**src/sv/ssltab_pkg.sv**
```systemverilog
// ----------------------------------------------------------------------------
// Successor slot table package
// Shared widths, codes and types of the successor slot table.
// ----------------------------------------------------------------------------
package ssltab_pkg;

  localparam int SLOTS       = 2;
  localparam int COUNT_BITS  = 32;
  localparam int IDX_W       = $clog2(SLOTS);
  localparam int KIND_W      = 2;
  localparam int ADDR_W      = 64;
  localparam int HANDLE_W    = 16;
  localparam int STATUS_W    = 3;

  typedef enum logic [KIND_W-1:0] {
    KIND_LOOKUP = 2'd0,
    KIND_INSERT = 2'd1,
    KIND_REMOVE = 2'd2,
    KIND_NONE   = 2'd3
  } kind_t;

  typedef enum logic [STATUS_W-1:0] {
    ST_HIT      = 3'd0,
    ST_MISS     = 3'd1,
    ST_INSERTED = 3'd2,
    ST_FULL     = 3'd3,
    ST_REMOVED  = 3'd4
  } status_t;

  typedef struct packed {
    logic                  used;
    logic [ADDR_W-1:0]     address;
    logic [HANDLE_W-1:0]   handle;
    logic [COUNT_BITS-1:0] count;
  } entry_t;

  typedef struct packed {
    logic             a_en;
    logic [IDX_W-1:0] a_idx;
    entry_t           a_data;
    logic             b_en;
    logic [IDX_W-1:0] b_idx;
    entry_t           b_data;
  } wr_cmd_t;

endpackage

```
**src/sv/ssltab_if.sv**
```systemverilog
// ----------------------------------------------------------------------------
// Successor slot table channels
// Request and response channels with valid/ready handshake.
// ----------------------------------------------------------------------------
interface ssltab_req_if;
  logic                               valid;
  logic                               ready;
  logic [ssltab_pkg::KIND_W-1:0]      kind;
  logic [ssltab_pkg::ADDR_W-1:0]      address;
  logic [ssltab_pkg::HANDLE_W-1:0]    handle;

  modport source (output valid, output kind, output address, output handle, input ready);
  modport sink   (input valid, input kind, input address, input handle, output ready);
endinterface

interface ssltab_rsp_if;
  logic                               valid;
  logic                               ready;
  logic [ssltab_pkg::STATUS_W-1:0]    status;
  logic [ssltab_pkg::HANDLE_W-1:0]    found_handle;

  modport source (output valid, output status, output found_handle, input ready);
  modport sink   (input valid, input status, input found_handle, output ready);
endinterface

```
**src/sv/successor_slot_table_unit.sv**
```systemverilog
// ----------------------------------------------------------------------------
// Successor slot table unit
// Count-and-transpose table of successor slots with lookup, insert, remove.
// ----------------------------------------------------------------------------
// Each request word is scanned one slot per cycle from slot 0 through a
// single shared address comparator and count incrementer. A request passes
// through an accept state (S_IDLE), a scan (S_SCAN) that stops at the slot
// that settles it (a remove always scans all SLOTS slots), and a hold state
// (S_HOLD) that hands the response word to the output register once it is
// free. The request channel is ready only while the unit is idle, and the
// output register holds a finished response word until it is taken.
module successor_slot_table_unit (
  input  logic          clk,
  input  logic          rst,
  ssltab_req_if.sink    req,
  ssltab_rsp_if.source  rsp
);

  logic [ssltab_pkg::IDX_W-1:0] rd_idx;
  ssltab_pkg::entry_t           rd_entry;
  ssltab_pkg::wr_cmd_t          wr;

  ssltab_store u_store (
    .clk      (clk),
    .rst      (rst),
    .rd_idx   (rd_idx),
    .rd_entry (rd_entry),
    .wr       (wr)
  );

  ssltab_ctrl u_ctrl (
    .clk      (clk),
    .rst      (rst),
    .req      (req),
    .rsp      (rsp),
    .rd_idx   (rd_idx),
    .rd_entry (rd_entry),
    .wr       (wr)
  );

endmodule

```
**src/sv/ssltab_store.sv**
```systemverilog
// ----------------------------------------------------------------------------
// Successor slot storage
// Slot registers with one indexed read port and two write ports for swaps.
// ----------------------------------------------------------------------------
module ssltab_store (
  input  logic                         clk,
  input  logic                         rst,
  input  logic [ssltab_pkg::IDX_W-1:0] rd_idx,
  output ssltab_pkg::entry_t           rd_entry,
  input  ssltab_pkg::wr_cmd_t          wr
);

  ssltab_pkg::entry_t slots [ssltab_pkg::SLOTS];
  logic [ssltab_pkg::SLOTS-1:0] used;

  always_comb begin
    rd_entry      = slots[rd_idx];
    rd_entry.used = used[rd_idx];
  end

  always_ff @(posedge clk) begin
    if (wr.a_en) begin
      slots[wr.a_idx] <= wr.a_data;
    end
    if (wr.b_en) begin
      slots[wr.b_idx] <= wr.b_data;
    end
  end

  always_ff @(posedge clk) begin
    if (rst) begin
      used <= '0;
    end else begin
      if (wr.a_en) begin
        used[wr.a_idx] <= wr.a_data.used;
      end
      if (wr.b_en) begin
        used[wr.b_idx] <= wr.b_data.used;
      end
    end
  end

endmodule

```
**src/sv/ssltab_ctrl.sv**
```systemverilog
// ----------------------------------------------------------------------------
// Successor slot table sequencer
// Scans one slot per cycle through a shared address compare and count unit.
// ----------------------------------------------------------------------------
module ssltab_ctrl (
  input  logic                         clk,
  input  logic                         rst,
  ssltab_req_if.sink                   req,
  ssltab_rsp_if.source                 rsp,
  output logic [ssltab_pkg::IDX_W-1:0] rd_idx,
  input  ssltab_pkg::entry_t           rd_entry,
  output ssltab_pkg::wr_cmd_t          wr
);

  typedef enum logic [2:0] {
    S_IDLE = 3'b001,
    S_SCAN = 3'b010,
    S_HOLD = 3'b100
  } state_t;

  state_t state, state_next;

  logic [ssltab_pkg::KIND_W-1:0]     kind;
  logic [ssltab_pkg::ADDR_W-1:0]     address;
  logic [ssltab_pkg::HANDLE_W-1:0]   handle;
  logic [ssltab_pkg::IDX_W-1:0]      idx, idx_next;
  ssltab_pkg::entry_t                prev, prev_next;
  logic [ssltab_pkg::STATUS_W-1:0]   res_status, res_status_next;
  logic [ssltab_pkg::HANDLE_W-1:0]   res_found, res_found_next;
  logic                              out_valid;
  logic [ssltab_pkg::STATUS_W-1:0]   out_status;
  logic [ssltab_pkg::HANDLE_W-1:0]   out_found;

  logic                              match;
  logic                              last;
  logic                              promote;
  logic [ssltab_pkg::COUNT_BITS-1:0] cnt_inc;
  logic                              finish;
  logic                              out_free;

  assign req.ready        = (state == S_IDLE);
  assign rsp.valid        = out_valid;
  assign rsp.status       = out_status;
  assign rsp.found_handle = out_found;
  assign rd_idx           = idx;
  assign out_free         = !out_valid || rsp.ready;

  assign match   = rd_entry.used && (rd_entry.address == address);
  assign last    = (idx == ssltab_pkg::IDX_W'(ssltab_pkg::SLOTS - 1));
  assign cnt_inc = (rd_entry.count == '1) ? rd_entry.count
                                          : rd_entry.count + ssltab_pkg::COUNT_BITS'(1);
  assign promote = (idx != '0) && (cnt_inc > prev.count);

  always_comb begin
    state_next      = state;
    idx_next        = idx;
    prev_next       = prev;
    res_status_next = res_status;
    res_found_next  = res_found;
    finish          = 1'b0;
    wr              = '0;
    case (state)
      S_IDLE: begin
        if (req.valid) begin
          state_next = S_SCAN;
          idx_next   = '0;
        end
      end
      S_SCAN: begin
        res_found_next = '0;
        case (kind)
          ssltab_pkg::KIND_LOOKUP: begin
            if (!rd_entry.used) begin
              finish          = 1'b1;
              res_status_next = ssltab_pkg::ST_MISS;
            end else if (match) begin
              finish          = 1'b1;
              res_status_next = ssltab_pkg::ST_HIT;
              res_found_next  = rd_entry.handle;
              wr.a_en         = 1'b1;
              if (promote) begin
                wr.a_idx          = idx - ssltab_pkg::IDX_W'(1);
                wr.a_data         = rd_entry;
                wr.a_data.count   = cnt_inc;
                wr.b_en           = 1'b1;
                wr.b_idx          = idx;
                wr.b_data         = prev;
              end else begin
                wr.a_idx          = idx;
                wr.a_data         = rd_entry;
                wr.a_data.count   = cnt_inc;
              end
            end else if (last) begin
              finish          = 1'b1;
              res_status_next = ssltab_pkg::ST_MISS;
            end
          end
          ssltab_pkg::KIND_INSERT: begin
            if (!rd_entry.used) begin
              finish                = 1'b1;
              res_status_next       = ssltab_pkg::ST_INSERTED;
              wr.a_en               = 1'b1;
              wr.a_idx              = idx;
              wr.a_data.used        = 1'b1;
              wr.a_data.address     = address;
              wr.a_data.handle      = handle;
              wr.a_data.count       = ssltab_pkg::COUNT_BITS'(1);
            end else if (last) begin
              finish          = 1'b1;
              res_status_next = ssltab_pkg::ST_FULL;
            end
          end
          ssltab_pkg::KIND_REMOVE: begin
            if (match) begin
              wr.a_en  = 1'b1;
              wr.a_idx = idx;
            end
            if (last) begin
              finish          = 1'b1;
              res_status_next = ssltab_pkg::ST_REMOVED;
            end
          end
          default: begin
            finish          = 1'b1;
            res_status_next = ssltab_pkg::ST_MISS;
          end
        endcase
        if (finish) begin
          state_next = S_HOLD;
        end else begin
          idx_next  = idx + ssltab_pkg::IDX_W'(1);
          prev_next = rd_entry;
        end
      end
      S_HOLD: begin
        if (out_free) begin
          state_next = S_IDLE;
        end
      end
      default: begin
        state_next = S_IDLE;
      end
    endcase
  end

  always_ff @(posedge clk) begin
    if (rst) begin
      state     <= S_IDLE;
      out_valid <= 1'b0;
    end else begin
      state <= state_next;
      if (state == S_HOLD && out_free) begin
        out_valid <= 1'b1;
      end else if (rsp.ready) begin
        out_valid <= 1'b0;
      end
    end
  end

  always_ff @(posedge clk) begin
    idx        <= idx_next;
    prev       <= prev_next;
    res_status <= res_status_next;
    res_found  <= res_found_next;
    if (state == S_IDLE && req.valid) begin
      kind    <= req.kind;
      address <= req.address;
      handle  <= req.handle;
    end
    if (state == S_HOLD && out_free) begin
      out_status <= res_status;
      out_found  <= res_found;
    end
  end

endmodule
```
**src/flat_wrapper.sv**
```systemverilog
// flat-port wrapper written by rule: the top's interface ports become plain ports
module successor_slot_table_unit_flat 
  (clk, rst, req_valid, req_kind, req_address, req_handle, req_ready, rsp_valid, rsp_status, rsp_found_handle, rsp_ready);
  ssltab_req_if req_i ();
  ssltab_rsp_if rsp_i ();
  input  logic clk;
  input  logic rst;
  input wire logic [$bits(req_i.valid)-1:0] req_valid;
  input wire logic [$bits(req_i.kind)-1:0] req_kind;
  input wire logic [$bits(req_i.address)-1:0] req_address;
  input wire logic [$bits(req_i.handle)-1:0] req_handle;
  output wire logic [$bits(req_i.ready)-1:0] req_ready;
  output wire logic [$bits(rsp_i.valid)-1:0] rsp_valid;
  output wire logic [$bits(rsp_i.status)-1:0] rsp_status;
  output wire logic [$bits(rsp_i.found_handle)-1:0] rsp_found_handle;
  input wire logic [$bits(rsp_i.ready)-1:0] rsp_ready;
  assign req_i.valid = req_valid;
  assign req_i.kind = req_kind;
  assign req_i.address = req_address;
  assign req_i.handle = req_handle;
  assign req_ready = req_i.ready;
  assign rsp_valid = rsp_i.valid;
  assign rsp_status = rsp_i.status;
  assign rsp_found_handle = rsp_i.found_handle;
  assign rsp_i.ready = rsp_ready;
  successor_slot_table_unit u_core (.clk(clk), .rst(rst), .req(req_i), .rsp(rsp_i));
endmodule
```
**config.mk**
```make
export PLATFORM = sky130hd
export DESIGN_NAME = successor_slot_table_unit_flat
export DESIGN_NICKNAME = d
export VERILOG_FILES = /design/src/sv/ssltab_pkg.sv /design/src/sv/ssltab_if.sv /design/src/sv/successor_slot_table_unit.sv /design/src/sv/ssltab_store.sv /design/src/sv/ssltab_ctrl.sv /design/src/flat_wrapper.sv
export SDC_FILE = /design/constraint.sdc
export NUM_CORES = 1
export LEC_CHECK = 0
export BUFFER_PORTS_ARGS = -buffer_cell sky130_fd_sc_hd__clkbuf_2
export CORE_MARGIN = 1.5
export CORE_UTILIZATION = 55
export CTS_CLUSTER_DIAMETER = 50
export CTS_CLUSTER_SIZE = 24
export DETAILED_ROUTE_END_ITERATION = 10
export PLACE_DENSITY = 0.78
export SYNTH_ARGS = -nofsm -noshare
export SYNTH_HDL_FRONTEND = slang
export SYNTH_HIERARCHICAL = 1
export SYNTH_SLANG_ARGS = --single-unit
```
**constraint.sdc**
```tcl
create_clock -name clk -period 14.4 [get_ports clk]
set_input_delay 2.16 -clock clk [delete_from_list [all_inputs] [get_ports clk]]
set_output_delay 2.16 -clock clk [all_outputs]
set_load 0.05 [all_outputs]
```
==> metrics.txt, run 1 <==
# TYPE chip_impl_metric gauge
chip_impl_metric{name="critical-path-max-stage-delay",unit="ns"} 1.02
chip_impl_metric{name="timing.setup.tns",unit="ns"} 0
chip_impl_metric{name="worst_slew_pin_slew",unit="ns"} 1.17
chip_impl_metric{name="via_count_of_the_first_global_routing_pass",unit=""} 13000
chip_impl_info{name="library_cell_used_as_clock_root_buffer",value="clkbuf_16"} 1
chip_impl_metric{name="die_area",unit="µm²"} 42100
chip_impl_metric{name="post_cts_hold_buffer_count",unit=""} 0
chip_impl_metric{name="finalNonFillerCells",unit=""} 2127
chip_impl_metric{name="highest_clock_frequency_the_design_can_meet",unit="MHz"} 109
chip_impl_metric{name="antenna_found_initial",unit=""} 0
chip_impl_metric{name="buffer_ports.inserted",unit=""} 106
chip_impl_metric{name="netlist_area",unit="µm²"} 22500
chip_impl_metric{name="placementRows",unit=""} 73
chip_impl_metric{name="route.detailed.vias_per_inst",unit=""} 5.97
chip_impl_metric{name="drt_wl_total",unit="µm"} 46400
chip_impl_metric{name="yosys_warnings",unit=""} 6
chip_impl_metric{name="grt_first_pass_wirelength",unit="µm"} 71600
chip_impl_metric{name="vias_after_detailed_routing",unit=""} 12700
chip_impl_metric{name="postLayoutSetupSlackWorst",unit="ns"} 5.27
chip_impl_metric{name="avgRoutedWirePerCell",unit="µm"} 21.8
chip_impl_metric{name="syn-instance-count",unit=""} 1483
chip_impl_metric{name="chipHeight",unit="µm"} 205
chip_impl_metric{name="ff2ff_path_depth",unit=""} 18
chip_impl_metric{name="start_util",unit="%"} 56.2
chip_impl_info{name="cp_cell_sequence",value="buf_12 -> mux2_2 -> and4_1 -> nand4_1 -> nor4_2 -> a31oi_1 -> and3_1 -> xor2_1 -> ha_1 -> nand4_1 -> nor3_1 -> o21a_1 -> o311ai_0 -> a211oi_4 -> buf_4 -> nand2_4 -> nand2_4 -> buf_4"} 1
chip_impl_metric{name="dp_hpwl",unit="µm"} 27400
chip_impl_metric{name="worst_clk_skew",unit="ns"} 0.0203
chip_impl_metric{name="synth_compound_gate_area_share",unit="%"} 4.33
chip_impl_info{name="worstSetupStartpointType",value="flip-flop"} 1
chip_impl_metric{name="antenna_left",unit=""} 0
chip_impl_metric{name="worstPathMaxFanout",unit=""} 95
chip_impl_metric{name="cts_buffers",unit=""} 41
chip_impl_metric{name="combinational_power_share",unit="%"} 4.3
chip_impl_metric{name="globalRouteTotalUtil",unit="%"} 22.3
chip_impl_metric{name="insertion_delay",unit="ns"} 0.57
chip_impl_metric{name="yosys-mux-area-fraction",unit="%"} 17.7
chip_impl_metric{name="drive_gt1_share",unit="%"} 33.9
chip_impl_metric{name="cell_count_after_placement",unit=""} 2052
chip_impl_metric{name="p_sw_share",unit="%"} 23.0
chip_impl_metric{name="hold-worst-slack",unit="ns"} 0.422
chip_impl_info{name="grt_setup_unrepaired",value="false"} 1
chip_impl_info{name="worstHoldStart",value="u_core/u_ctrl/res_found[13]"} 1
chip_impl_info{name="cp_top_family",value="simple AND/OR/NAND/NOR gates"} 1
chip_impl_metric{name="timing.critical_path.arrival",unit="ns"} 9.31
chip_impl_metric{name="synthSimpleGateAreaFrac",unit="%"} 8.21
chip_impl_info{name="clock_tree_from_tritoncts",value="done"} 1
chip_impl_info{name="regToRegEndpoint",value="u_core/u_store/slots[1][90]"} 1
chip_impl_metric{name="cap_viol_max_count",unit=""} 0
chip_impl_metric{name="cp.required",unit="ns"} 14.58
chip_impl_metric{name="multi_input_area",unit="µm²"} 8110
chip_impl_info{name="synth_area_leaders",value="edfxtp_1, mux2_2, and2_1, mux2_4, a22o_1"} 1
chip_impl_metric{name="synth_cell_type_count",unit=""} 46
chip_impl_info{name="dominant_combinational_cell_family_by_area_after_synthesis",value="multiplexers"} 1
chip_impl_metric{name="grt_remaining_overflow",unit=""} 0
chip_impl_metric{name="synth-seq-cells",unit=""} 464
chip_impl_metric{name="remaining_drcs",unit=""} 0
chip_impl_info{name="most_common_cell_after_layout_fill_and_taps_aside",value="edfxtp_1"} 1
chip_impl_metric{name="fp.dieW",unit="µm"} 205
chip_impl_metric{name="globalplace.congestion",unit=""} 0.926
chip_impl_metric{name="i_o_pins",unit=""} 107
chip_impl_metric{name="period_minus_ws_final",unit="ns"} 9.13
chip_impl_metric{name="sequential_power_share",unit="%"} 55.0
chip_impl_metric{name="layout-area-overhead-vs-synth",unit="%"} 10.3
chip_impl_info{name="run_status",value="completed"} 1
chip_impl_metric{name="yosysTopAreaCellShare",unit="%"} 61.1
chip_impl_info{name="whs_endpoint",value="u_core/u_ctrl/rsp.found_handle[13]"} 1
chip_impl_metric{name="clk_pin_slew",unit="ns"} 0.08
chip_impl_metric{name="postCtsSetupBuffers",unit=""} 0
chip_impl_metric{name="cp.buffers_inverters",unit=""} 3
chip_impl_metric{name="crit_cells",unit=""} 18
chip_impl_metric{name="htree_levels",unit=""} 2
chip_impl_metric{name="peakVddDrop",unit="mV"} 0.0955
chip_impl_metric{name="period_share",unit="%"} 63.4
chip_impl_metric{name="power.leakage",unit="nW"} 9.72
chip_impl_info{name="critical_setup_path_kind",value="reg -> reg"} 1
chip_impl_metric{name="insertedDiodeCount",unit=""} 0
chip_impl_metric{name="hold_viol",unit=""} 0
chip_impl_metric{name="cts_buffer_depth",unit=""} 3
chip_impl_metric{name="grt_max_degree",unit=""} 96
chip_impl_metric{name="power_per_cell_area",unit="nW/µm²"} 111
chip_impl_metric{name="clk_sinks",unit=""} 464
chip_impl_metric{name="whs_path_depth",unit=""} 0
chip_impl_metric{name="synth-adder-area-share",unit="%"} 1.83
chip_impl_metric{name="setup_viol",unit=""} 0
chip_impl_metric{name="drt_first_pass_iters",unit=""} 5
chip_impl_metric{name="core_area",unit="µm²"} 40000
chip_impl_metric{name="finalMaxSlewViolations",unit=""} 0
chip_impl_metric{name="netSwitchingPower",unit="µW"} 633
chip_impl_metric{name="internal_power",unit="mW"} 2.12
chip_impl_info{name="type_of_destination_of_the_critical_path",value="flip-flop"} 1
chip_impl_metric{name="worst_slew_margin_relative_to_its_limit",unit="%"} 21.9
chip_impl_info{name="cpMaxStageDelayCell",value="edfxtp_1"} 1
chip_impl_info{name="critical_path.reg2reg.startpoint",value="u_core/u_ctrl/rd_idx"} 1
chip_impl_metric{name="timing.reg2reg.setup_slack",unit="ns"} 5.27
chip_impl_metric{name="synth.yosys.seq_area_share",unit="%"} 61.7
chip_impl_metric{name="detailedRoute.firstIterationViolations",unit=""} 731
chip_impl_metric{name="layout.filler_cells",unit=""} 2990
chip_impl_metric{name="layout.nets",unit=""} 1689
chip_impl_info{name="synth_top_cell_by_area",value="edfxtp_1"} 1
chip_impl_metric{name="cts.repair.resized",unit=""} 0
chip_impl_metric{name="xor_xnor_portion_of_the_synthesized_cell_area",unit="%"} 3.62
chip_impl_metric{name="syn_nets",unit=""} 1602
chip_impl_info{name="final_cell_mix",value="edfxtp_1, mux2_2, and2_1"} 1
chip_impl_metric{name="register_area",unit="µm²"} 13900
chip_impl_metric{name="power_frac_clock",unit="%"} 40.7
chip_impl_metric{name="synth.avg_cell_area",unit="µm²"} 15.2
chip_impl_metric{name="dpl_worst_slack",unit="ns"} 5.19
chip_impl_info{name="hold_path_class",value="reg -> reg"} 1
==> cells in the mapped netlist, drive strengths merged <==
library cell	instances
and4	2
or2	1
o211ai	1
buf	49
a211oi	5
nor4b	1
xor2	73
mux2i	1
nand4	23
o311ai	1
dfxtp	6
a31oi	1
a2bb2oi	1
clkbuf	28
nor3b	3
nand2b	6
edfxtp	458
and2	145
and3	26
a22o	80
o21a	3
inv	39
nand2	22
a311oi	1
o21ai	4
nand3	18
nor2	28
or3	3
mux2	338
a21o	6
o21bai	2
ha	33
xnor2	20
nor2b	4
nor3	13
a21oi	16
nor4	21
o31a	1
==> logic make-up after synthesis <==
logic type	Yosys count
and+or+nand+nor	316
DFF	464
buffers and inverters	116
adders and majority gates	33
AOI/OAI and AO/OA	122
muxes	339
xor gates and xnor gates	93
==> power by group through the flow <==
stage                     clock [mW]  sequential [mW]  combinational [mW]
final                           1.12             1.52               0.118
after floorplan                    0             1.54              0.0813
after CTS                       1.15             1.52               0.120
after global routing            1.19             1.52               0.127
after global placement             0             1.55               0.116
after detailed placement           0             1.55               0.119
==> sequential cells by signal (all words and copies together) (netlist names) <==
| name | flops |
|---|---|
| u_core/u_ctrl/prev | 113 |
| u_core/u_ctrl/state | 3 |
| u_core/u_ctrl/res_status | 3 |
| u_core/u_store/slots | 224 |
| u_core/u_ctrl/rsp.status | 3 |
| u_core/u_ctrl/address | 64 |
| u_core/u_ctrl/handle | 16 |
| u_core/u_ctrl/rsp.found_handle | 16 |
| u_core/u_ctrl/rsp.valid | 1 |
| u_core/u_ctrl/kind | 2 |
| u_core/u_store/used | 2 |
| u_core/u_ctrl/res_found | 16 |
| u_core/u_ctrl/rd_idx | 1 |
==> through the flow <==
| stage | util (%) | power [mW] | cell area [µm²] |
|---|---|---|---|
| after floorplan | - | 1.62 | 22500 |
| after global placement | 58.6 | 1.66 | 23400 |
| after detailed placement | 58.6 | 1.67 | 23400 |
| after CTS | 62.1 | 2.78 | 24800 |
| after global routing | 62.1 | 2.84 | 24800 |
| final | 62.1 | 2.76 | 24800 |
==> final cells by class <==
class / count / area share, %
flip-flops and latches: 464 / 55.9
clock buffers: 44 / 4.18
inverters: 39 / 0.590
repair buffers: 121 / 2.64
well taps: 525 / 2.65
clock inverters: 31 / 1.42
multi-input cells: 903 / 32.6
==> routing by layer <==
| layer | GRT usage, % | wire, µm |
|---|---|---|
| met2 | 38.6 | 23300 |
| met4 | 7.64 | 1180 |
| met3 | 2.64 | 2060 |
| met5 | 0 | 0 |
| met1 | 29.2 | 19900 |
==> worst max-delay path by stage <==
| stage | endpoint | start | slack [ns] |
|---|---|---|---|
| final | u_core/u_store/slots[1][90] | u_core/u_ctrl/rd_idx | 5.27 |
| after global routing | u_core/u_store/slots[1][90] | u_core/u_ctrl/rd_idx | 4.57 |
| after CTS | u_core/u_store/slots[1][90] | u_core/u_ctrl/rd_idx | 5.16 |
| after detailed placement | u_core/u_store/slots[1][90] | u_core/u_ctrl/rd_idx | 5.19 |
| after global placement | u_core/u_store/slots[1][90] | u_core/u_ctrl/rd_idx | 5.44 |
| after floorplan | u_core/u_store/slots[0][0] | u_core/u_ctrl/rd_idx | 6.86 |
No activity file was read; power rests on OpenSTA's default activity.
==> inputs of run 2 (changes only) <==
Settings changed: PLACE_DENSITY 0.78 to 0.8.
Clock period 14.4 ns to 8.1 ns, I/O delays scaled along.
==> run 2 against run 1 <==
Effect of this change:
- clock power increased by 99%
- cell count grew 0.33%
- combinational power increased by 81%
- cell area rose by 1.1%
- via count grew 0.95%
- global-route usage grew 0.19 points
- count of clock-buffer cells in the layout is 3 higher
- critical path type unchanged
- largest cell class unchanged
- largest power group unchanged
==> metrics.txt, run 2 (synthesis gave the netlist of run 1 again) <==
# TYPE chip_impl_metric gauge
chip_impl_info{name="final_cell_mix",value="edfxtp_1, mux2_2, and2_1"} 1
chip_impl_metric{name="cts_buffers",unit=""} 43
chip_impl_metric{name="cts.repair.resized",unit=""} 0
chip_impl_metric{name="cp.buffers_inverters",unit=""} 2
chip_impl_info{name="library_cell_used_as_clock_root_buffer",value="clkbuf_16"} 1
chip_impl_metric{name="ff2ff_path_depth",unit=""} 18
chip_impl_info{name="clock_tree_from_tritoncts",value="done"} 1
chip_impl_metric{name="largest_reg_flops",unit=""} 224
chip_impl_info{name="whs_endpoint",value="u_core/u_ctrl/rsp.found_handle[4]"} 1
chip_impl_info{name="regToRegEndpoint",value="u_core/u_store/slots[1][64]"} 1
chip_impl_metric{name="layout.nets",unit=""} 1695
chip_impl_info{name="layout_top_registers",value="u_core/u_store/slots (224), u_core/u_ctrl/prev (113), u_core/u_ctrl/address (64)"} 1
chip_impl_metric{name="power_per_cell_area",unit="nW/µm²"} 205
chip_impl_info{name="worstSetupStartpointType",value="flip-flop"} 1
chip_impl_metric{name="dp_hpwl",unit="µm"} 28000
chip_impl_metric{name="vias_after_detailed_routing",unit=""} 12800
chip_impl_metric{name="post_cts_hold_buffer_count",unit=""} 0
chip_impl_metric{name="power.leakage",unit="nW"} 9.87
chip_impl_metric{name="globalRouteTotalUtil",unit="%"} 22.5
chip_impl_info{name="most_common_cell_after_layout_fill_and_taps_aside",value="edfxtp_1"} 1
chip_impl_metric{name="grt_remaining_overflow",unit=""} 0
chip_impl_info{name="type_of_destination_of_the_critical_path",value="flip-flop"} 1
chip_impl_info{name="top_register",value="u_core/u_store/slots"} 1
chip_impl_metric{name="remaining_drcs",unit=""} 0
chip_impl_metric{name="period_share",unit="%"} 83.5
chip_impl_metric{name="crit_cells",unit=""} 18
chip_impl_metric{name="globalplace.congestion",unit=""} 0.871
chip_impl_metric{name="peakVddDrop",unit="mV"} 0.191
chip_impl_metric{name="layout-area-overhead-vs-synth",unit="%"} 11.6
chip_impl_metric{name="setup_viol",unit=""} 0
chip_impl_metric{name="insertion_delay",unit="ns"} 0.56
chip_impl_metric{name="cap_viol_max_count",unit=""} 0
chip_impl_metric{name="antenna_left",unit=""} 0
chip_impl_metric{name="cts_buffer_depth",unit=""} 3
chip_impl_info{name="hold_path_class",value="reg -> reg"} 1
chip_impl_metric{name="avgRoutedWirePerCell",unit="µm"} 21.9
chip_impl_metric{name="whs_path_depth",unit=""} 0
chip_impl_info{name="cp_top_family",value="simple AND/OR/NAND/NOR gates"} 1
chip_impl_metric{name="worst_clk_skew",unit="ns"} 0.0189
chip_impl_metric{name="grt_max_degree",unit=""} 113
chip_impl_info{name="cp_cell_sequence",value="buf_12 -> mux2_2 -> nand4_2 -> nor4_1 -> nand4_1 -> o21bai_1 -> nor4_1 -> xor2_1 -> ha_1 -> nand4_1 -> nor4_1 -> nand3_1 -> nand2_1 -> a2bb2oi_1 -> a211oi_4 -> nand2_4 -> buf_4 -> mux2_2"} 1
chip_impl_info{name="critical_path.reg2reg.startpoint",value="u_core/u_ctrl/rd_idx"} 1
chip_impl_info{name="critical_setup_path_kind",value="reg -> reg"} 1
chip_impl_info{name="run_status",value="completed"} 1
chip_impl_metric{name="postCtsSetupBuffers",unit=""} 0
chip_impl_metric{name="start_util",unit="%"} 56.2
chip_impl_metric{name="route.detailed.vias_per_inst",unit=""} 6.00
chip_impl_metric{name="cp.required",unit="ns"} 8.40
chip_impl_metric{name="period_minus_ws_final",unit="ns"} 6.77
chip_impl_metric{name="fp.dieW",unit="µm"} 205
chip_impl_metric{name="multi_input_area",unit="µm²"} 8110
chip_impl_metric{name="finalMaxSlewViolations",unit=""} 0
chip_impl_metric{name="timing.reg2reg.setup_slack",unit="ns"} 1.33
chip_impl_metric{name="worst_slew_pin_slew",unit="ns"} 1.10
chip_impl_metric{name="htree_levels",unit=""} 2
chip_impl_metric{name="placementRows",unit=""} 73
chip_impl_info{name="worstHoldStart",value="u_core/u_ctrl/res_found[4]"} 1
chip_impl_info{name="cpMaxStageDelayCell",value="nor4_1"} 1
chip_impl_metric{name="detailedRoute.firstIterationViolations",unit=""} 933
chip_impl_metric{name="clk_pin_slew",unit="ns"} 0.07
chip_impl_info{name="grt_setup_unrepaired",value="false"} 1
chip_impl_metric{name="worstPathMaxFanout",unit=""} 79
chip_impl_metric{name="register_area",unit="µm²"} 13900
chip_impl_metric{name="drive_gt1_share",unit="%"} 34.0
chip_impl_metric{name="timing.critical_path.arrival",unit="ns"} 7.07
chip_impl_metric{name="finalPower",unit="mW"} 5.14
chip_impl_metric{name="hold_viol",unit=""} 0
chip_impl_metric{name="hold-worst-slack",unit="ns"} 0.420
chip_impl_metric{name="chipHeight",unit="µm"} 205
chip_impl_metric{name="buffer_ports.inserted",unit=""} 106
chip_impl_metric{name="layout.filler_cells",unit=""} 2919
chip_impl_metric{name="antenna_found_initial",unit=""} 0
chip_impl_metric{name="highest_clock_frequency_the_design_can_meet",unit="MHz"} 148
chip_impl_metric{name="drt_first_pass_iters",unit=""} 5
chip_impl_metric{name="insertedDiodeCount",unit=""} 0
chip_impl_metric{name="core_area",unit="µm²"} 40000
chip_impl_info{name="critPathMostFrequentCell",value="nor4_1"} 1
chip_impl_metric{name="timing.setup.tns",unit="ns"} 0
chip_impl_metric{name="i_o_pins",unit=""} 107
chip_impl_metric{name="via_count_of_the_first_global_routing_pass",unit=""} 13200
chip_impl_metric{name="die_area",unit="µm²"} 42100
chip_impl_metric{name="drt_wl_total",unit="µm"} 46700
chip_impl_metric{name="grt_first_pass_wirelength",unit="µm"} 72800
chip_impl_metric{name="worst_slew_margin_relative_to_its_limit",unit="%"} 26.7
chip_impl_metric{name="clk_sinks",unit=""} 464
chip_impl_metric{name="critical-path-max-stage-delay",unit="ns"} 0.59
-- run 2: changes by cell type in the layout (fill, tap and decap cells not counted), sizes merged --
cell	before	now
buf	15	19
bufinv	1	9
clkbuf	150	153
clkinvlp	6	2
inv	51	47
-- run 2: where the power goes --
part / internal (mW) / switching (mW) / leakage, nW
Combinational: 0.0899 / 0.123 / 4.64
Sequential: 2.66 / 0.0319 / 4.48
Clock: 1.32 / 0.916 / 0.760
Total: 4.07 / 1.07 / 9.87
-- run 2: area by class of cell --
class,instances,share of cell area [%]
clock buffers,47,4.51
multi-input cells,903,32.3
repair buffers,125,3.03
clock inverters,31,1.72
flip-flops and latches,464,55.2
inverters,39,0.583
well taps,525,2.62
-- run 2: worst max path at each step --
stage | startpoint | endpoint
floorplan | u_core/u_ctrl/rd_idx | u_core/u_store/slots[0][0]
global placement | u_core/u_ctrl/rd_idx | u_core/u_store/slots[1][17]
detailed placement | u_core/u_ctrl/rd_idx | u_core/u_store/slots[1][96]
CTS | u_core/u_ctrl/rd_idx | u_core/u_store/slots[1][17]
global route | u_core/u_ctrl/rd_idx | u_core/u_store/slots[1][17]
finish | u_core/u_ctrl/rd_idx | u_core/u_store/slots[1][64]
-- run 2: per-stage QoR --
| step | instances | utilization [%] | setup WS (ns) | instance area, µm² |
|---|---|---|---|---|
| 6_report | 2134 | 62.8 | 1.33 | 25100 |
| 5_1_grt | 2134 | 62.8 | 0.919 | 25100 |
| 4_1_cts | 2134 | 62.8 | 1.48 | 25100 |
| 3_5_place_dp | 2056 | 58.9 | 1.53 | 23500 |
| 3_3_place_gp | 2056 | 58.9 | 1.71 | 23500 |
| 2_1_floorplan | 1483 | - | 0.564 | 22500 |
-- run 2: per-layer routing --
metal	wire length (µm)	up-vias	share of wire (%)	track usage, %
met1	19900	6497	43	30.3
met2	23200	428	50	38.4
met4	960	0	2.1	5.92
met5	0	-	0	0
li1	-	5815	-	-
met3	2610	70	5.6	3.17
